[src/hdl/tcp_timestamp_option_extract_top_macros.svh]
// ---------------------------------------------------------------------------
// tcp timestamp option extractor: assertion macros
// clocked, reset-qualified property checks, included by only one of the rtl files
// ---------------------------------------------------------------------------
`ifndef TCP_TIMESTAMP_OPTION_EXTRACT_TOP_MACROS_SVH
`define TCP_TIMESTAMP_OPTION_EXTRACT_TOP_MACROS_SVH

`ifndef NO_ASSERTIONS
// property checked on every rising edge outside reset
`define TSX_ASSERT(lbl, prop, msg) \
	lbl: assert property (@(posedge clk) disable iff (!arst_n) (prop)) else $error(msg);
// implication checked on every rising edge outside reset
`define TSX_ASSERT_IMP(lbl, ante, cons, msg) \
	lbl: assert property (@(posedge clk) disable iff (!arst_n) (ante) |-> (cons)) \
		else $error(msg);
`else
`define TSX_ASSERT(lbl, prop, msg)
`define TSX_ASSERT_IMP(lbl, ante, cons, msg)
`endif

`endif

[src/hdl/tsx_pkg.sv]
// ---------------------------------------------------------------------------
// tsx_pkg
// option kinds, lengths, parse phases and the parse state record
// ---------------------------------------------------------------------------
package tsx_pkg;

	// option kinds
	localparam logic [7:0] KIND_NOP     = 8'd1;
	localparam logic [7:0] KIND_MSS     = 8'd2;
	localparam logic [7:0] KIND_WSCALE  = 8'd3;
	localparam logic [7:0] KIND_SACK_OK = 8'd4;
	localparam logic [7:0] KIND_SACK    = 8'd5;
	localparam logic [7:0] KIND_TSTAMP  = 8'd8;

	// option lengths, kind byte included
	localparam logic [7:0] LEN_TSTAMP  = 8'd10;
	localparam logic [7:0] LEN_MSS     = 8'd4;
	localparam logic [7:0] LEN_WSCALE  = 8'd3;
	localparam logic [7:0] LEN_SACK_OK = 8'd2;

	// smallest legal sack length
	localparam logic [7:0] SACK_MIN_LEN = 8'd2;

	// timestamp body: index 0 is the length byte, 1..4 value, 5..8 echo
	localparam logic [3:0] TS_VALUE_FIRST = 4'd1;
	localparam logic [3:0] TS_VALUE_LAST  = 4'd4;
	localparam logic [3:0] TS_BODY_LAST   = 4'(LEN_TSTAMP - 8'd2);

	// parse phases
	localparam logic [2:0] PH_KIND    = 3'd0;
	localparam logic [2:0] PH_SKIP    = 3'd1;
	localparam logic [2:0] PH_SACKLEN = 3'd2;
	localparam logic [2:0] PH_STAMP   = 3'd3;
	localparam logic [2:0] PH_DONE    = 3'd4;

	typedef struct packed {
		logic [2:0]  phase;
		logic [7:0]  skip;
		logic [3:0]  idx;
		logic [31:0] value;
		logic [31:0] echo;
		logic        found;
	} parse_state_t;

	localparam parse_state_t PARSE_RESET = '{
		phase: PH_KIND,
		skip:  8'd0,
		idx:   4'd0,
		value: 32'd0,
		echo:  32'd0,
		found: 1'b0
	};

endpackage

[src/hdl/tcp_timestamp_option_extract_top.sv]
// ---------------------------------------------------------------------------
// tcp_timestamp_option_extract_top
// walks a tcp option area byte by byte and reports the first timestamp
// ---------------------------------------------------------------------------
// usage
//   slave side: one option byte per beat in tdata, tuser marks the first byte
//   of a segment's options, tlast marks the final byte
//   master side: one beat per segment, issued for the input beat with tlast;
//   tuser is the found flag, tdata holds value (low word) and echo (high word),
//   both zero when no complete timestamp option was seen
// throughput and pipeline
//   one input beat per cycle unless a last byte waits for a full output; the
//   result is loaded into the output register from the input register once its
//   last byte there can advance
//   the parse state update is a single small step per byte, taken between the
//   input register and the state/result registers
// reset
//   arst_n clears both valid flags and the parse state; the first byte after
//   reset starts a new segment even without a first mark
// stall
//   a held output stalls only a beat carrying tlast; other bytes keep flowing,
//   and s_axis_tready drops only while a last byte waits for a full output
// ---------------------------------------------------------------------------
module tcp_timestamp_option_extract_top (
	input  logic        clk,
	input  logic        arst_n,
	input  logic        s_axis_tvalid,
	output logic        s_axis_tready,
	input  logic [7:0]  s_axis_tdata,   // [7:0] opt_byte
	input  logic        s_axis_tuser,   // [0] first_byte
	input  logic        s_axis_tlast,   // last_byte
	output logic        m_axis_tvalid,
	input  logic        m_axis_tready,
	output logic [63:0] m_axis_tdata,   // [31:0] ts_value, [63:32] ts_echo
	output logic        m_axis_tuser    // [0] ts_found
);
	import tsx_pkg::*;

	`include "tcp_timestamp_option_extract_top_macros.svh"

	// input register
	logic        valid_s1;
	logic [7:0]  byte_s1;
	logic        first_s1;
	logic        last_s1;

	// result register
	logic        res_valid_s2;
	logic        res_found_s2;
	logic [31:0] res_value_s2;
	logic [31:0] res_echo_s2;

	// parse state
	parse_state_t st_q;
	parse_state_t cur;
	parse_state_t nxt;

	logic out_free;
	logic advance;

	// a byte without tlast never needs the output register
	assign out_free      = !res_valid_s2 || m_axis_tready;
	assign advance       = valid_s1 && (!last_s1 || out_free);
	assign s_axis_tready = !valid_s1 || advance;

	always_ff @(posedge clk or negedge arst_n) begin
		if (!arst_n) begin
			valid_s1 <= 1'b0;
		end else if (s_axis_tready) begin
			valid_s1 <= s_axis_tvalid;
		end
	end

	always_ff @(posedge clk) begin
		if (s_axis_tready && s_axis_tvalid) begin
			byte_s1  <= s_axis_tdata;
			first_s1 <= s_axis_tuser;
			last_s1  <= s_axis_tlast;
		end
	end

	// one parse step; a first mark restarts the walk before the byte is taken
	always_comb begin
		cur = first_s1 ? PARSE_RESET : st_q;
		nxt = cur;
		case (cur.phase)
			PH_KIND: begin
				case (byte_s1)
					KIND_MSS: begin
						nxt.skip  = LEN_MSS - 8'd1;
						nxt.phase = PH_SKIP;
					end
					KIND_WSCALE: begin
						nxt.skip  = LEN_WSCALE - 8'd1;
						nxt.phase = PH_SKIP;
					end
					KIND_SACK_OK: begin
						nxt.skip  = LEN_SACK_OK - 8'd1;
						nxt.phase = PH_SKIP;
					end
					KIND_SACK: begin
						nxt.phase = PH_SACKLEN;
					end
					KIND_TSTAMP: begin
						nxt.idx   = 4'd0;
						nxt.value = 32'd0;
						nxt.echo  = 32'd0;
						nxt.phase = PH_STAMP;
					end
					KIND_NOP: begin
						nxt.phase = PH_KIND;
					end
					// end-of-list and unknown kinds take one byte
					default: begin
						nxt.phase = PH_KIND;
					end
				endcase
			end
			PH_SKIP: begin
				nxt.skip = cur.skip - 8'd1;
				if (cur.skip == 8'd1) begin
					nxt.phase = PH_KIND;
				end
			end
			PH_SACKLEN: begin
				if (byte_s1 < SACK_MIN_LEN) begin
					nxt.phase = PH_DONE;
				end else begin
					nxt.skip  = byte_s1 - SACK_MIN_LEN;
					nxt.phase = (byte_s1 == SACK_MIN_LEN) ? PH_KIND : PH_SKIP;
				end
			end
			PH_STAMP: begin
				if (cur.idx >= TS_VALUE_FIRST && cur.idx <= TS_VALUE_LAST) begin
					nxt.value = {cur.value[23:0], byte_s1};
				end else if (cur.idx > TS_VALUE_LAST) begin
					nxt.echo = {cur.echo[23:0], byte_s1};
				end
				nxt.idx = cur.idx + 4'd1;
				if (cur.idx >= TS_BODY_LAST) begin
					nxt.found = 1'b1;
					nxt.phase = PH_DONE;
				end
			end
			// done: remaining bytes are ignored
			default: begin
				nxt = cur;
			end
		endcase
	end

	always_ff @(posedge clk or negedge arst_n) begin
		if (!arst_n) begin
			st_q <= PARSE_RESET;
		end else if (advance) begin
			st_q <= last_s1 ? PARSE_RESET : nxt;
		end
	end

	always_ff @(posedge clk or negedge arst_n) begin
		if (!arst_n) begin
			res_valid_s2 <= 1'b0;
		end else if (advance && last_s1) begin
			res_valid_s2 <= 1'b1;
		end else if (m_axis_tready) begin
			res_valid_s2 <= 1'b0;
		end
	end

	always_ff @(posedge clk) begin
		if (advance && last_s1) begin
			res_found_s2 <= nxt.found;
			res_value_s2 <= nxt.found ? nxt.value : 32'd0;
			res_echo_s2  <= nxt.found ? nxt.echo : 32'd0;
		end
	end

	assign m_axis_tvalid = res_valid_s2;
	assign m_axis_tuser  = res_found_s2;
	assign m_axis_tdata  = {res_echo_s2, res_value_s2};

	// checks
	`TSX_ASSERT_IMP(a_notfound_zero, m_axis_tvalid && !m_axis_tuser, m_axis_tdata == 64'd0, "not-found result carries nonzero stamps")
	`TSX_ASSERT_IMP(a_skip_nonzero, st_q.phase == PH_SKIP, st_q.skip != 8'd0, "skip phase with nothing left to skip")
	`TSX_ASSERT_IMP(a_idx_bound, st_q.phase == PH_STAMP, st_q.idx <= TS_BODY_LAST, "timestamp body index past its end")
	`TSX_ASSERT_IMP(a_stall_cause, !s_axis_tready, valid_s1 && last_s1 && m_axis_tvalid && !m_axis_tready, "input stalled without a blocked last byte")
	`TSX_ASSERT_IMP(a_found_done, st_q.found, st_q.phase == PH_DONE, "found flag set outside the done phase")

endmodule

[config.mk]
export PLATFORM = sky130hd
export DESIGN_NAME = tcp_timestamp_option_extract_top
export DESIGN_NICKNAME = d
export VERILOG_FILES = /design/src/hdl/tsx_pkg.sv /design/src/hdl/tcp_timestamp_option_extract_top.sv
export VERILOG_INCLUDE_DIRS = /design/src /design/src/hdl
export SDC_FILE = /design/constraint.sdc
export NUM_CORES = 1
export LEC_CHECK = 0
export BUFFER_PORTS_ARGS = -buffer_cell sky130_fd_sc_hd__buf_2
export CORE_ASPECT_RATIO = 1.1
export CORE_UTILIZATION = 55
export CTS_CLUSTER_DIAMETER = 120
export DETAILED_ROUTE_END_ITERATION = 10
export PLACE_DENSITY_LB_ADDON = 0.12
export SYNTH_ARGS = -nofsm -noshare
export SYNTH_HDL_FRONTEND = slang
export SYNTH_SLANG_ARGS = --single-unit
export TNS_END_PERCENT = 100
[constraint.sdc]
create_clock -name clk -period 4 [get_ports clk]
set_clock_uncertainty 0.2 [all_clocks]
set_input_delay 0.2 -clock clk [delete_from_list [all_inputs] [get_ports clk]]
set_output_delay 0.2 -clock clk [all_outputs]
set_load 0.02 [all_outputs]
# Word-level counts from Yosys, hierarchy flattened
# Index checks and enable logic that the tools add are counted.
dict set report classes {
  addsub 3
  reduce_logical 13
  n_eq_ne 9
  muxes 20
  magnitude_cmp 5
}
# operator count
set ops {}
lappend ops {{$mux 80} 2}
lappend ops {{$pmux 68 s2} 1}
lappend ops {{$mux 32} 3}
lappend ops {{$mux 68} 1}
lappend ops {{$pmux 8 s3} 2}
lappend ops {{$eq 8x2->1 const B} 2}
lappend ops {{$eq 8x3->1 const B} 2}
lappend ops {{$pmux 3 s4} 1}
lappend ops {{$mux 3} 3}
lappend ops {{$eq 8x1->1 const B} 1}
lappend ops {{$eq 8x4->1 const B} 1}
lappend ops {{$lt 8x2->1 const B} 1}
lappend ops {{$mux 8} 1}
lappend ops {{$sub 8x1->8 const B} 1}
lappend ops {{$sub 8x2->8 const B} 1}
lappend ops {{$eq 3x2->1 const B} 2}
lappend ops {{$pmux 2 s3} 1}
lappend ops {{$mux 1} 5}
lappend ops {{$add 4x1->4 const B} 1}
lappend ops {{$ge 4x1->1 const B} 1}
lappend ops {{$ge 4x4->1 const B} 1}
lappend ops {{$gt 4x3->1 const B} 1}
lappend ops {{$le 4x3->1 const B} 1}
lappend ops {{$logic_and 1x1->1} 4}
lappend ops {{6 further kinds} 10}
dict set report word_totals {
  output_inout_bits 67
  register_bits 157
  wordCells 64
  input_bits 14
}

# Longest topological paths before layout
dict set report logic_depth {
  ltp_word 6
  mapped_depth 12
  depth_no_buf 8
}

# Worst setup path before layout
# No wires, ideal clock.
dict set report synth_path {
  path_type {reg-to-reg}
  from {reg res_valid_s2 (netlist: m_axis_tvalid)}
  to {reg res_found_s2 (netlist: m_axis_tuser), enable pin}
  stages_incl_launch_ff 3
  required_time_ns 3.368
  arrival_ns 2.224
  setup_ns 0.432
  n_path_buf 0
  period_less_slack_ns 2.856
  path_slack_ns 1.144
  path_cell_list {dfrtp_1 -> nand3b_1 -> and3_1}
}
dict set report synth_between {
  elab_chain_cells 5
}
# element line_no
set synth_rtl {}
lappend synth_rtl {{start: declaration} tcp_timestamp_option_extract_top.sv:48} ;# logic res_valid_s2;
lappend synth_rtl {{start signal: assignment} tcp_timestamp_option_extract_top.sv:162} ;# res_valid_s2 <= 1'b0;
lappend synth_rtl {{start signal: assignment} tcp_timestamp_option_extract_top.sv:164} ;# res_valid_s2 <= 1'b1;
lappend synth_rtl {{start signal: assignment} tcp_timestamp_option_extract_top.sv:166} ;# res_valid_s2 <= 1'b0;
lappend synth_rtl {{$logic_not 1->1} tcp_timestamp_option_extract_top.sv:62} ;# assign out_free = !res_valid_s2 || m_axis_tready;
lappend synth_rtl {{$logic_or 1x1->1} tcp_timestamp_option_extract_top.sv:62}
lappend synth_rtl {{$logic_or 1x1->1} tcp_timestamp_option_extract_top.sv:63} ;# assign advance = valid_s1 && (!last_s1 || out_free);
lappend synth_rtl {{$logic_and 1x1->1} tcp_timestamp_option_extract_top.sv:63}
lappend synth_rtl {{$logic_and 1x1->1} tcp_timestamp_option_extract_top.sv:171} ;# if (advance && last_s1) begin
lappend synth_rtl {{end signal: assignment} tcp_timestamp_option_extract_top.sv:172} ;# res_found_s2 <= nxt.found;
lappend synth_rtl {{end: declaration} tcp_timestamp_option_extract_top.sv:49} ;# logic res_found_s2;
# Every way passes these cells.
# A chain may end at the register's enable or synchronous reset.

# Final worst setup path
dict set report layout_path {
  from {reg first_s1}
  to {reg res_value_s2[18] (data pin)}
}
dict set report layout_between {
  elab_chain_cells 5
  elab_cells_between_ends 12
  classes_between {3 x order compare; 1 x eq/ne; 6 x mux; 2 x reduce/logical}
}
# element line_no
set layout_rtl {}
lappend layout_rtl {{start: declaration} tcp_timestamp_option_extract_top.sv:44} ;# logic first_s1;
lappend layout_rtl {{start signal: assignment} tcp_timestamp_option_extract_top.sv:77} ;# first_s1 <= s_axis_tuser;
lappend layout_rtl {{$mux 80 (*)} tcp_timestamp_option_extract_top.sv:84} ;# cur = first_s1 ? PARSE_RESET : st_q;
lappend layout_rtl {{$ge 4x1->1 or $le 4x3->1 (tied branches)} tcp_timestamp_option_extract_top.sv:134} ;# if (cur.idx >= TS_VALUE_FIRST && cur.idx <= TS_VALUE_LAST) begin
lappend layout_rtl {{$logic_and 1x1->1} tcp_timestamp_option_extract_top.sv:134}
lappend layout_rtl {{$mux 32} tcp_timestamp_option_extract_top.sv:134}
lappend layout_rtl {{$pmux 68 s2} tcp_timestamp_option_extract_top.sv:86} ;# case (cur.phase)
lappend layout_rtl {{end signal: assignment} tcp_timestamp_option_extract_top.sv:173} ;# res_value_s2 <= nxt.found ? nxt.value : 32'd0;
lappend layout_rtl {{end: declaration} tcp_timestamp_option_extract_top.sv:50} ;# logic [31:0] res_value_s2;
# Every way passes the cells marked *; elsewhere a longest branch is shown, timed or not.

==> impl_results.md <==
- Vias in the first global route: roughly 4800
- Area grow syn2layout: 17.99%
- Antenna violations before repair: 0
- Sequential fraction of the synthesis area: 62.15%
- Worst path bufs/invs: 2
- Total congestion overflow: 0
- Largest net degree at the start of global routing: 48
- Port Buffer Count: 80
- Status: finished clean
- Clock-pin slew on the worst setup and hold paths: roughly 0.070 ns
- Vias: between 5000 and 6000
- Synthesized area: 0.006925 mm2
- GPL Wtd Cong: between 0.9 and 1
- Worst setup EP type: flop
- Max VDD drop: 0.2999 mV
- Final hold viol count: 0
- Most used routing layer in global routing: met2
- Period Utilization, post-route: 74.07%
- Syn Area/Cell: approximately 12 um2
- NumNets Final: around 660
- CP required: between 3 and 4 ns
- Minimum clock period: ~3.0 ns
- Avg WL per Cell: 19.24 um
- Worst reg2reg path endpoint: res_value_s2[18]$_SDFFCE_PN0P_
- R2R cell count: 9
- Leakage power: 3.376 nW
- Ys flop type: dfrtp_1
- Setup CP Type: reg2reg
- Post-synth cell types: 61
- Max H-tree Level: 4
- Clock Latency Late Sink: 0.42 ns
- DRT iter0 DRCs: between 300 and 400
- Final setup vio count: 0
- DR pass1 iterations: 5
- GR Util All Layers: 25.08%
- Antenna Nets Post-Route: 0
- Post-Layout Cell Count: ~810
- CTS tree: built
- Ys async rst share: a little over half
- Vias per cell: 6.430
- MaxCap Viol Count: 0
- Total negative setup slack: 0 ns
- Row count: 42
- R2r startpoint: first_s1$_DFFE_PP_
- Crit. path cell count: 9
- First-pass GRT wire length: 25030 um
- Filler Cells Inserted: between 900 and 1000
- Cell breakdown of the critical path: inv_1 -> nand2_1 -> ha_1 -> nor2b_1 -> o21ai_0 -> nand3_1 -> nor3b_4 -> buf_4 -> a22o_1
- Mapped Cells: between 500 and 600
- Num CTS Buffers: 17
- Maximum clock insertion buffer count: 2
- Syn nets: ~580
- Die X: roughly 110 um
- Final hold slack: between 0.1 and 0.15 ns
- Top delay family on crit path: flip-flops
- Max Transition Viols Final: 0
- Post-synth EDFFs: between 70 and 80
- Slowest-stage cell, CP: edfxtp_1
- Diodes inserted: 0
- Final WL: 15530 um
- Die span in y: approximately 120 um
- RSZ-0062 raised after global routing: false
- Initial core utilization: 57.05%
- Worst-Margin Slew: just over 0.8 ns
- Max Fclk: roughly 340 MHz
- Sink Count: 157
- Rel. slew slack: 44.86%
- Core Util, Final: approximately 67%
- Clk root buf: clkbuf_16
- Crit-path max cell delay: around 0.70 ns
- Seq cells post-synth: roughly 160
- Yosys warnings: 0
- Class of the worst hold path: in2async
- Post-DP HPWL: 9581 um
- Die area: approximately 0.013 mm2
- Worst setup SP type: flop
- M2 GR Usage: around two fifths
- Pwr dens: 438.5 mW/mm2
- Register-to-register setup slack: 1.04 ns
- Placed cells: around 760
- Post-route DRC: 0
- Total core area: between 0.01 and 0.015 mm2
- PostCTS Resize Cnt: 0
- GR Layer Usage met1: 35.15%
- GR Util met3: under 10%
- Layout cells sized above 1: 22.05%
- Io pins: 81
- Setup bufs post-CTS: 0
- Critical Path Fanout Max: 32
- Crit path DAT: between 2 and 3 ns
[state kept, by name (all words and copies together) (netlist names)]
name / flops
last_s1: 1
res_value_s2: 32
valid_s1: 1
st_q: 80
byte_s1: 8
first_s1: 1
res_echo_s2: 32
m_axis_tuser: 1
m_axis_tvalid: 1
[worst register-to-register path: cells and delay by family, from the launching register on]
kind,cells,cell delay (ns)
AOI/OAI and AO/OA,2,0.57
adders and majority gates,1,0.19
buffers and inverters,2,0.37
DFF,1,0.70
and+or+nand+nor,4,0.69
[kinds of logic after synthesis]
group	synth area share (%)
xor gates and xnor gates	0.3795
buffers and inverters	3.523
muxes	0.1445
adders and majority gates	0.7227
AOI/OAI and AO/OA	22.85
DFF	62.15
and+or+nand+nor	10.23
[cell usage after synthesis, types with 8 or more instances]
cell type / n / area (um2)
a21oi_1: 14 / 70.07
a22o_1: 97 / 849.6
a22oi_1: 31 / 232.7
a31oi_1: 8 / 50.05
buf_2: 15 / 75.07
clkbuf_1: 26 / 97.59
dfrtp_1: 82 / 2052
edfxtp_1: 75 / 2252
inv_1: 10 / 37.54
nand2_1: 21 / 78.83
nor2_1: 52 / 195.2
nor3_1: 9 / 45.04
o21ai_0: 15 / 75.07
[report_power, final]
group          leakage [nW]  total, mW  switching (mW)  internal (mW)
registers              1.87       1.80          0.0564           1.74
logic                  1.24      0.286           0.183          0.103
clock network         0.273       1.50           0.682          0.816
[metal layers]
| layer | share of wire (%) | vias to the layer above |
|---|---|---|
| met1 | 44 | 2612 |
| li1 | - | 2337 |
| met2 | 49 | 218 |
| met3 | 5.8 | 22 |
| met5 | 0 | - |
| met4 | 1.7 | 0 |
[cell usage in the layout, fill, tap and decap left out, types with 7 or more instances in the layout]
master | netlist | final
clkbuf_16 | 0 | 17
a22oi_1 | 31 | 31
nor3_1 | 9 | 8
nor2_1 | 52 | 50
a31oi_1 | 8 | 8
edfxtp_1 | 75 | 75
buf_4 | 1 | 17
dfrtp_1 | 82 | 82
nand3_1 | 7 | 7
o21ai_0 | 15 | 15
buf_2 | 15 | 79
nand2_1 | 21 | 21
inv_1 | 10 | 10
a22o_1 | 97 | 97
a21oi_1 | 14 | 14
dlygate4sd3_1 | 0 | 14
[how the worst max path moves through the flow]
| stage | from | to | slack [ns] |
|---|---|---|---|
| 6_report | first_s1$_DFFE_PP_ | res_value_s2[18]$_SDFFCE_PN0P_ | 1.04 |
| 5_1_grt | first_s1$_DFFE_PP_ | res_value_s2[28]$_SDFFCE_PN0P_ | 0.81 |
| 4_1_cts | first_s1$_DFFE_PP_ | res_value_s2[18]$_SDFFCE_PN0P_ | 1.02 |
| 3_5_place_dp | first_s1$_DFFE_PP_ | res_value_s2[18]$_SDFFCE_PN0P_ | 1.03 |
| 3_3_place_gp | first_s1$_DFFE_PP_ | res_value_s2[26]$_SDFFCE_PN0P_ | 1.16 |
| 2_1_floorplan | m_axis_tvalid$_DFFE_PN0P_ | m_axis_tuser$_DFFE_PP_ | 1.14 |
[cell type report]
type,count,area [um2],share of cell area (%)
clock inverters,15,133.9,1.638
flip-flops and latches,157,4304,52.67
inverters,10,37.54,0.4593
well taps,154,192.7,2.358
repair buffers,110,663.1,8.115
multi-input cells,344,2415,29.55
clock buffers,17,425.4,5.206
[repair_timing]
item / in CTS / in global routing
hold buffers: 14 / 0
hold endpoints to repair: 58 / 0
setup endpoints to repair: 0 / 0
[stage by stage]
step,power [mW],setup WS [ns],area [um2]
final,3.584,1.037,8172
after detailed placement,2.107,1.035,7472
after CTS,3.605,1.019,8172
after global placement,2.098,1.163,7472
after floorplan,2.003,1.144,6925
after global routing,3.706,0.8120,8172
Note: power is estimated with default switching activity, not from simulation.
